<file path="config.mk">
export PLATFORM = sky130hd
export DESIGN_NAME = lru_key_value_cache
export DESIGN_NICKNAME = d
export VERILOG_FILES = /design/src/hdl/lkvc_pkg.sv /design/src/hdl/lkvc_cell.sv /design/src/hdl/lru_key_value_cache.sv
export SDC_FILE = /design/constraint.sdc
export NUM_CORES = 1
export LEC_CHECK = 0
export CORE_MARGIN = 4
export CORE_UTILIZATION = 45
export CTS_BUF_LIST = sky130_fd_sc_hd__clkbuf_8 sky130_fd_sc_hd__clkbuf_16
export DETAILED_ROUTE_END_ITERATION = 12
export DONT_BUFFER_PORTS = 1
export PLACE_DENSITY_LB_ADDON = 0.2
export SYNTH_ARGS = -nofsm -noshare
export SYNTH_HDL_FRONTEND = slang
export SYNTH_HIERARCHICAL = 1
export SYNTH_SLANG_ARGS = --single-unit
</file>
<file path="constraint.sdc">
create_clock -name clk -period 11.9 [get_ports clk]
set_input_delay 0.595 -clock clk [delete_from_list [all_inputs] [get_ports clk]]
set_output_delay 0.595 -clock clk [all_outputs]
set_load 0.01 [all_outputs]
</file>
<file path="src/hdl/lkvc_pkg.sv">
// Types and constants shared by the LRU key-value cache modules.
`default_nettype none

package lkvc_pkg;

    localparam int KEY_W       = 32;
    localparam int VAL_W       = 32;
    localparam int CAP_W       = 5;
    localparam int ENTRIES_DEF = 16;

    localparam logic [CAP_W-1:0] CAP_RESET = 5'd16;

    localparam logic OP_GET = 1'b0;
    localparam logic OP_PUT = 1'b1;

    // One stored entry as it moves from cell to cell.
    typedef struct packed {
        logic             valid;
        logic [KEY_W-1:0] key;
        logic [VAL_W-1:0] value;
    } entry_t;

    // Read-out gathered along the chain.
    typedef struct packed {
        logic             found;
        logic [VAL_W-1:0] value;
    } rd_t;

    // Control broadcast from the top level to every cell.
    typedef struct packed {
        logic cmp_en;
        logic upd_en;
        logic move;
        logic any_hit;
    } ctl_t;

endpackage

`default_nettype wire

</file>
<file path="src/hdl/lkvc_cell.sv">
// One cell of the recency-ordered entry chain: holds one entry and its match flag.
`default_nettype none

module lkvc_cell #(
    parameter int IDX  = 0,
    parameter int IDXW = 4
) (
    input  wire logic                     clk,
    input  wire logic                     rst_n,
    input  wire lkvc_pkg::ctl_t           ctl,
    input  wire logic [lkvc_pkg::KEY_W-1:0] cmp_key,
    input  wire logic [IDXW-1:0]          tgt_index,
    input  wire lkvc_pkg::entry_t         prev_entry,
    output lkvc_pkg::entry_t              entry_out,
    input  wire logic                     sel_in,
    output logic                          sel_out,
    input  wire lkvc_pkg::rd_t            rd_in,
    output lkvc_pkg::rd_t                 rd_out
);

    logic                       valid_reg;
    logic [lkvc_pkg::KEY_W-1:0] key_reg;
    logic [lkvc_pkg::VAL_W-1:0] val_reg;
    logic                       hit_reg;
    logic                       my_tgt;
    logic                       shift;

    // On a hit the matching cell is the target; otherwise the slot picked by the top.
    assign my_tgt  = ctl.any_hit ? hit_reg : (tgt_index == IDXW'(IDX));
    assign sel_out = sel_in | my_tgt;
    assign shift   = ctl.move & sel_out;

    always_ff @(posedge clk or negedge rst_n)
    begin
        if (!rst_n)
        begin
            valid_reg <= 1'b0;
            hit_reg   <= 1'b0;
        end
        else
        begin
            if (ctl.cmp_en)
            begin
                hit_reg <= valid_reg && (key_reg == cmp_key);
            end
            if (shift)
            begin
                valid_reg <= prev_entry.valid;
            end
        end
    end

    always_ff @(posedge clk)
    begin
        if (shift)
        begin
            key_reg <= prev_entry.key;
            val_reg <= prev_entry.value;
        end
    end

    assign entry_out.valid = valid_reg;
    assign entry_out.key   = key_reg;
    assign entry_out.value = val_reg;

    assign rd_out.found = rd_in.found | hit_reg;
    assign rd_out.value = rd_in.value | (hit_reg ? val_reg : '0);

endmodule

`default_nettype wire

</file>
<file path="src/hdl/lru_key_value_cache.sv">
// Top level of the LRU key-value cache: request control, occupancy and the cell chain.
`default_nettype none

// Fully associative key-value cache with least-recently-used replacement. Entries
// sit in a row of cells ordered by recency, newest in cell 0. An item is taken on
// start while busy is low; busy is then high for one cycle, and no item is taken
// until busy falls. The accepting edge registers the key match in every cell; in
// the busy cycle the hit entry, or the new one, enters cell 0 while the cells in
// front of it move one place down the chain, dropping the oldest entry on an
// eviction. A get answers with found and read_value, marked by done for one cycle
// in the cycle after busy; the receiver cannot stall and must take the word then.
// A put gives no word. No clearing pass is needed after reset.
module lru_key_value_cache #(
    parameter int ENTRIES = lkvc_pkg::ENTRIES_DEF
) (
    input  wire logic                            clk,
    input  wire logic                            rst_n,
    input  wire logic                            start,
    output logic                                 busy,
    input  wire logic                            op,
    input  wire logic signed [lkvc_pkg::KEY_W-1:0] key,
    input  wire logic signed [lkvc_pkg::VAL_W-1:0] value,
    input  wire logic                            cfg_we,
    input  wire logic [lkvc_pkg::CAP_W-1:0]      capacity_in_use,
    output logic                                 done,
    output logic                                 found,
    output logic signed [lkvc_pkg::VAL_W-1:0]    read_value
);

    localparam int IDXW = (ENTRIES > 1) ? $clog2(ENTRIES) : 1;
    localparam int CNTW = $clog2(ENTRIES + 1);
    localparam int CMPW = (CNTW > lkvc_pkg::CAP_W) ? CNTW : lkvc_pkg::CAP_W;

    localparam logic ST_IDLE = 1'b0;
    localparam logic ST_UPD  = 1'b1;

    logic                          state_reg;
    logic                          state_next;
    logic [lkvc_pkg::CAP_W-1:0]    cap_reg;
    logic [CNTW-1:0]               count_reg;
    logic [CNTW-1:0]               count_next;
    logic                          op_reg;
    logic [lkvc_pkg::KEY_W-1:0]    req_key_reg;
    logic [lkvc_pkg::VAL_W-1:0]    req_value_reg;
    logic                          done_reg;
    logic                          found_reg;
    logic [lkvc_pkg::VAL_W-1:0]    read_value_reg;

    logic                          accept;
    logic [CMPW-1:0]               cap_ext;
    logic [CMPW-1:0]               cap_eff;
    logic                          full;
    logic [CNTW-1:0]               tgt_wide;
    logic [IDXW-1:0]               tgt_index;
    lkvc_pkg::ctl_t                ctl;

    lkvc_pkg::entry_t              entry_chain [ENTRIES+1];
    logic                          sel_chain   [ENTRIES+1];
    lkvc_pkg::rd_t                 rd_chain    [ENTRIES+1];

    assign accept = start && (state_reg == ST_IDLE);
    assign busy   = (state_reg == ST_UPD);

    // A capacity of zero acts as one, any capacity above the entry count as the entry count.
    assign cap_ext = CMPW'(cap_reg);
    assign cap_eff = (cap_ext == '0) ? CMPW'(1)
                   : ((cap_ext > CMPW'(ENTRIES)) ? CMPW'(ENTRIES) : cap_ext);
    assign full    = CMPW'(count_reg) >= cap_eff;

    // Valid entries fill cells 0 to count-1, so the oldest sits at count-1.
    assign tgt_wide  = full ? (count_reg - CNTW'(1)) : count_reg;
    assign tgt_index = tgt_wide[IDXW-1:0];

    assign ctl.cmp_en  = accept;
    assign ctl.upd_en  = (state_reg == ST_UPD);
    assign ctl.any_hit = rd_chain[ENTRIES].found;
    assign ctl.move    = ctl.upd_en && ((op_reg == lkvc_pkg::OP_PUT) || ctl.any_hit);

    // The word entering cell 0: the new pair on a put, the hit pair on a get.
    assign entry_chain[0].valid = 1'b1;
    assign entry_chain[0].key   = req_key_reg;
    assign entry_chain[0].value = (op_reg == lkvc_pkg::OP_PUT) ? req_value_reg
                                                               : rd_chain[ENTRIES].value;
    assign sel_chain[ENTRIES]   = 1'b0;
    assign rd_chain[0]          = '0;

    for (genvar i = 0; i < ENTRIES; i++)
    begin : g_cell
        lkvc_cell #(
            .IDX  (i),
            .IDXW (IDXW)
        ) u_cell (
            .clk        (clk),
            .rst_n      (rst_n),
            .ctl        (ctl),
            .cmp_key    (key),
            .tgt_index  (tgt_index),
            .prev_entry (entry_chain[i]),
            .entry_out  (entry_chain[i+1]),
            .sel_in     (sel_chain[i+1]),
            .sel_out    (sel_chain[i]),
            .rd_in      (rd_chain[i]),
            .rd_out     (rd_chain[i+1])
        );
    end

    always_comb
    begin
        state_next = state_reg;
        case (state_reg)
            ST_IDLE:
            begin
                if (accept)
                begin
                    state_next = ST_UPD;
                end
            end
            ST_UPD:
            begin
                state_next = ST_IDLE;
            end
            default:
            begin
                state_next = ST_IDLE;
            end
        endcase
    end

    always_comb
    begin
        count_next = count_reg;
        if (ctl.upd_en && (op_reg == lkvc_pkg::OP_PUT) && !ctl.any_hit && !full)
        begin
            count_next = count_reg + CNTW'(1);
        end
    end

    always_ff @(posedge clk or negedge rst_n)
    begin
        if (!rst_n)
        begin
            state_reg <= ST_IDLE;
            cap_reg   <= lkvc_pkg::CAP_RESET;
            count_reg <= '0;
            done_reg  <= 1'b0;
        end
        else
        begin
            state_reg <= state_next;
            count_reg <= count_next;
            done_reg  <= ctl.upd_en && (op_reg == lkvc_pkg::OP_GET);
            if (cfg_we)
            begin
                cap_reg <= capacity_in_use;
            end
        end
    end

    always_ff @(posedge clk)
    begin
        if (accept)
        begin
            op_reg        <= op;
            req_key_reg   <= key;
            req_value_reg <= value;
        end
        if (ctl.upd_en)
        begin
            found_reg      <= ctl.any_hit;
            read_value_reg <= rd_chain[ENTRIES].value;
        end
    end

    assign done       = done_reg;
    assign found      = found_reg;
    assign read_value = read_value_reg;

endmodule

`default_nettype wire

</file>
==> summary by stage <==
CTS
Buffers added to address setup during post-CTS repair amount to 0. The buffer type at the clock tree root is clkbuf_16. The clock tree from TritonCTS is yes. The clock transition at the register clock pins on the worst setup and hold paths after CTS is roughly 0.060 ns. The number of gates resized after CTS was 0. The count of hold-fix buffers inserted at cts is 68. The clock latency of the later-clocked register in the worst-skew pair is between 0.6 and 0.7 ns.

In this run the number of H-tree levels came out at 3. Counting along the longest clock path gives a buffer depth of 3. The number of clock sinks is between 1000 and 1500.

The total clock buffers created by CTS is 117.

Worst setup path
The startpoint-to-endpoint class of the critical path is flip-flop to flip-flop. The critical path buffer and inverter count is 1. The cell class contributing the biggest share of worst-path delay is compound AO/OA/AOI/OAI gates. STA classifies the critical path endpoint as a flip-flop. In this design, the stage delay of the slowest critical-path cell is 0.43 ns.

For this design, the slowest cell found on the critical path is mux2_1. STA puts the critical path data required time at 12.46 ns. The most common cell type on the critical path is a211o_1. The maximum fanout along the worst path is between 60 and 70. The worst setup path is launched from a flip-flop. STA puts the critical path data arrival time at 10.02 ns.

GRT
The maximum number of pins on one net before global-route repair is 66. The number of antenna violations at the first check in global routing was 17. The first-pass GRT wire length is 148000 um. The met1 usage in global routing is 0.285.

For met2 alone, demand over resource in global routing was 0.252. The via count of the first global-routing pass is between 20000 and 25000. Across every metal layer, demand over resource in global routing totals 0.180.

Summed over all layers, the global routing overflow is 0. The met3 routing resource usage after global routing is 0.0364. In this run the most used layer during global routing was met1.

Pwr
Cell internal power was estimated by the tool at 7.67 mW. The fraction of power consumed by the clock network is 0.380. VDD sags by at most roughly 0.00014 V. The combinational share of power is 0.085. The total net switching power is roughly 2.3 mW.

Of the total power, registers draw 0.534. The leakage power of the design is a little under 20 nW. Of the total power, the share spent switching nets is 0.230.

For this design the ratio of total power to cell area is about 190 nW/um^2.

Detailed routing
The wire length per cell after detailed routing is around 23 um. After detailed routing, the number of remaining DRC violations is 0. The final antenna-violating net count is 0. Across all layers, the routed design uses 22698 vias.

The overall routed net length is between 90000 and 100000 um. Using the TritonRoute via totals, the vias-per-cell ratio works out to 5.28. The detailed-routing iteration count for the pre-antenna-repair pass is 7.

The number of DRC violations after detailed-routing iteration 0 is roughly 1900.

Floorplan
The initial standard-cell utilization of the core is 0.456. The die extent in x is about 330 um. The die extent in y is 330 um.

Pin placement for this block handled around 110 I/O pins. The floorplan row count is approximately 120. The floorplan die area is roughly 110000 um^2. The region available for standard cell placement spans 102000 um^2.

Layout
The synthesis-to-finish area growth is 13.8%. The register area is roughly 35000 um^2. The combined area of the multi-input logic cells is approximately 12000 um^2. The layout cell share with drive strength beyond 1 is 0.103.

In the final design database the tool counted a little under 3000 nets. The fill cell total of the finished layout is between 8000 and 9000.

Timing
The final count of hold timing violations is 0. The minimum setup slack in the final design is between 2 and 2.5 ns. The final worst-path cycle share is 0.795. The worst hold slack across all endpoints is just under 0.07 ns.

Setup repair after global routing left no endpoint under its margin. The post-layout minimum cycle time is around 9.5 ns. The total negative setup slack is 0 ns. Setup violations remaining at the end of the flow were counted as 0. The headroom to the max-slew limit is 0.146. At the pin with the least slew margin, the transition time is approximately 1.3 ns. The final max-slew violation count is 0. Based on the critical path, the design can be clocked at up to approximately 0.11 GHz.

Clock skew on the completed layout was measured at around 0.031 ns.

Place
The worst slack at placement is between 2 and 3 ns. During placement, the flow inserted port buffers numbering 0. Detailed placement ended at an HPWL of between 60000 and 70000 um. The congestion estimate from routability-driven global placement came to approximately 0.84.

Synth
The mapped netlist covers ~47000 um^2. The cell count after synthesis came out at ~2700. The post-synthesis average cell area is approximately 17 um^2. For this run, the number of Yosys warnings is 6.

Job
Across the run, the number of max-cap violations was 0.

Status
The flow ran to the end, and the final reports show no timing, DRC or antenna violations.

Worst hold path
The class of the tightest hold or removal check is input pin to flip-flop.
## metrics by stage
stage           util  instances  total power, mW  cell area [um^2]
6_report       0.519       4299             9.95             53100
5_1_grt        0.519       4298             10.3             53100
4_1_cts        0.519       4298             10.0             53100
3_5_place_dp   0.472       4008             6.23             48300
3_3_place_gp   0.472       4008             6.18             48300
2_1_floorplan      -       2698             5.97             46700
## power by group through the flow
stage	clock network [mW]	logic, mW	registers, mW
2_1_floorplan	0	0.632	5.34
3_3_place_gp	0	0.798	5.39
3_5_place_dp	0	0.822	5.41
4_1_cts	3.87	0.857	5.32
5_1_grt	4.05	0.931	5.37
6_report	3.79	0.850	5.32
## final cells by class
cell class                      count  area share
Sequential cell                  1166       0.656
Antenna cell                        1   0.0000472
Tap cell                         1368      0.0323
Timing Repair Buffer               93      0.0167
Multi-Input combinational cell   1429       0.217
Clock buffer                      127      0.0578
Clock inverter                     95      0.0187
Inverter                           20     0.00141
## path summary, 6_finish.rpt
check	startpoint	endpoint	slack, ns	cells after the start
max	g_cell[1].u_cell/hit_reg$_DFFE_PN0P_	g_cell[0].u_cell/valid_reg$_DFFE_PN0P_	2.44	34
min	capacity_in_use[0]	cap_ext[0]$_DFFE_PN0P_	0.07	1
max reg2reg	g_cell[1].u_cell/hit_reg$_DFFE_PN0P_	g_cell[0].u_cell/valid_reg$_DFFE_PN0P_	2.44	34
min reg2reg	req_key_reg[25]$_DFFE_PP_	g_cell[0].u_cell/key_reg[25]$_DFFE_PP_	0.42	0
max in group asynchronous	rst_n	cap_ext[4]$_DFFE_PN1P_	11.04	2
min in group asynchronous	rst_n	g_cell[4].u_cell/hit_reg$_DFFE_PN0P_	0.56	2
## metal layers
layer  vias to the layer above  routed length (um)  part of all wire
met5                         -                  13           0.00013
met4                         2                2180             0.022
met3                       151                6010             0.062
met2                       605               40400              0.41
met1                     11414               48700              0.50
li1                      10526                   -                 -
## cell usage in the layout, fill, tap and decap left out, types with 2 or more instances in the layout
master	count
nand4_4	16
o22ai_2	16
clkbuf_16	117
and2_2	6
inv_1	39
nand4b_1	4
nand2b_1	4
clkbuf_8	10
conb_1	35
nand3_1	18
edfxtp_1	1122
nor3_1	2
mux2_1	17
nand2_1	7
a21o_1	512
dfrtp_1	42
or4_1	17
xor2_1	325
xnor2_1	194
a211o_1	16
buf_4	25
o21ai_0	3
clkinv_4	2
clkinv_1	20
clkinv_8	3
bufinv_16	19
a2111oi_1	2
mux2_2	36
nor4_1	86
or2_1	16
dlygate4sd3_1	67
nand4bb_1	4
clkinvlp_4	5
clkinv_2	23
nor2_1	14
and2_4	10
ha_1	7
inv_6	3
nand4_1	49
(Power assumes the default switching activity.)
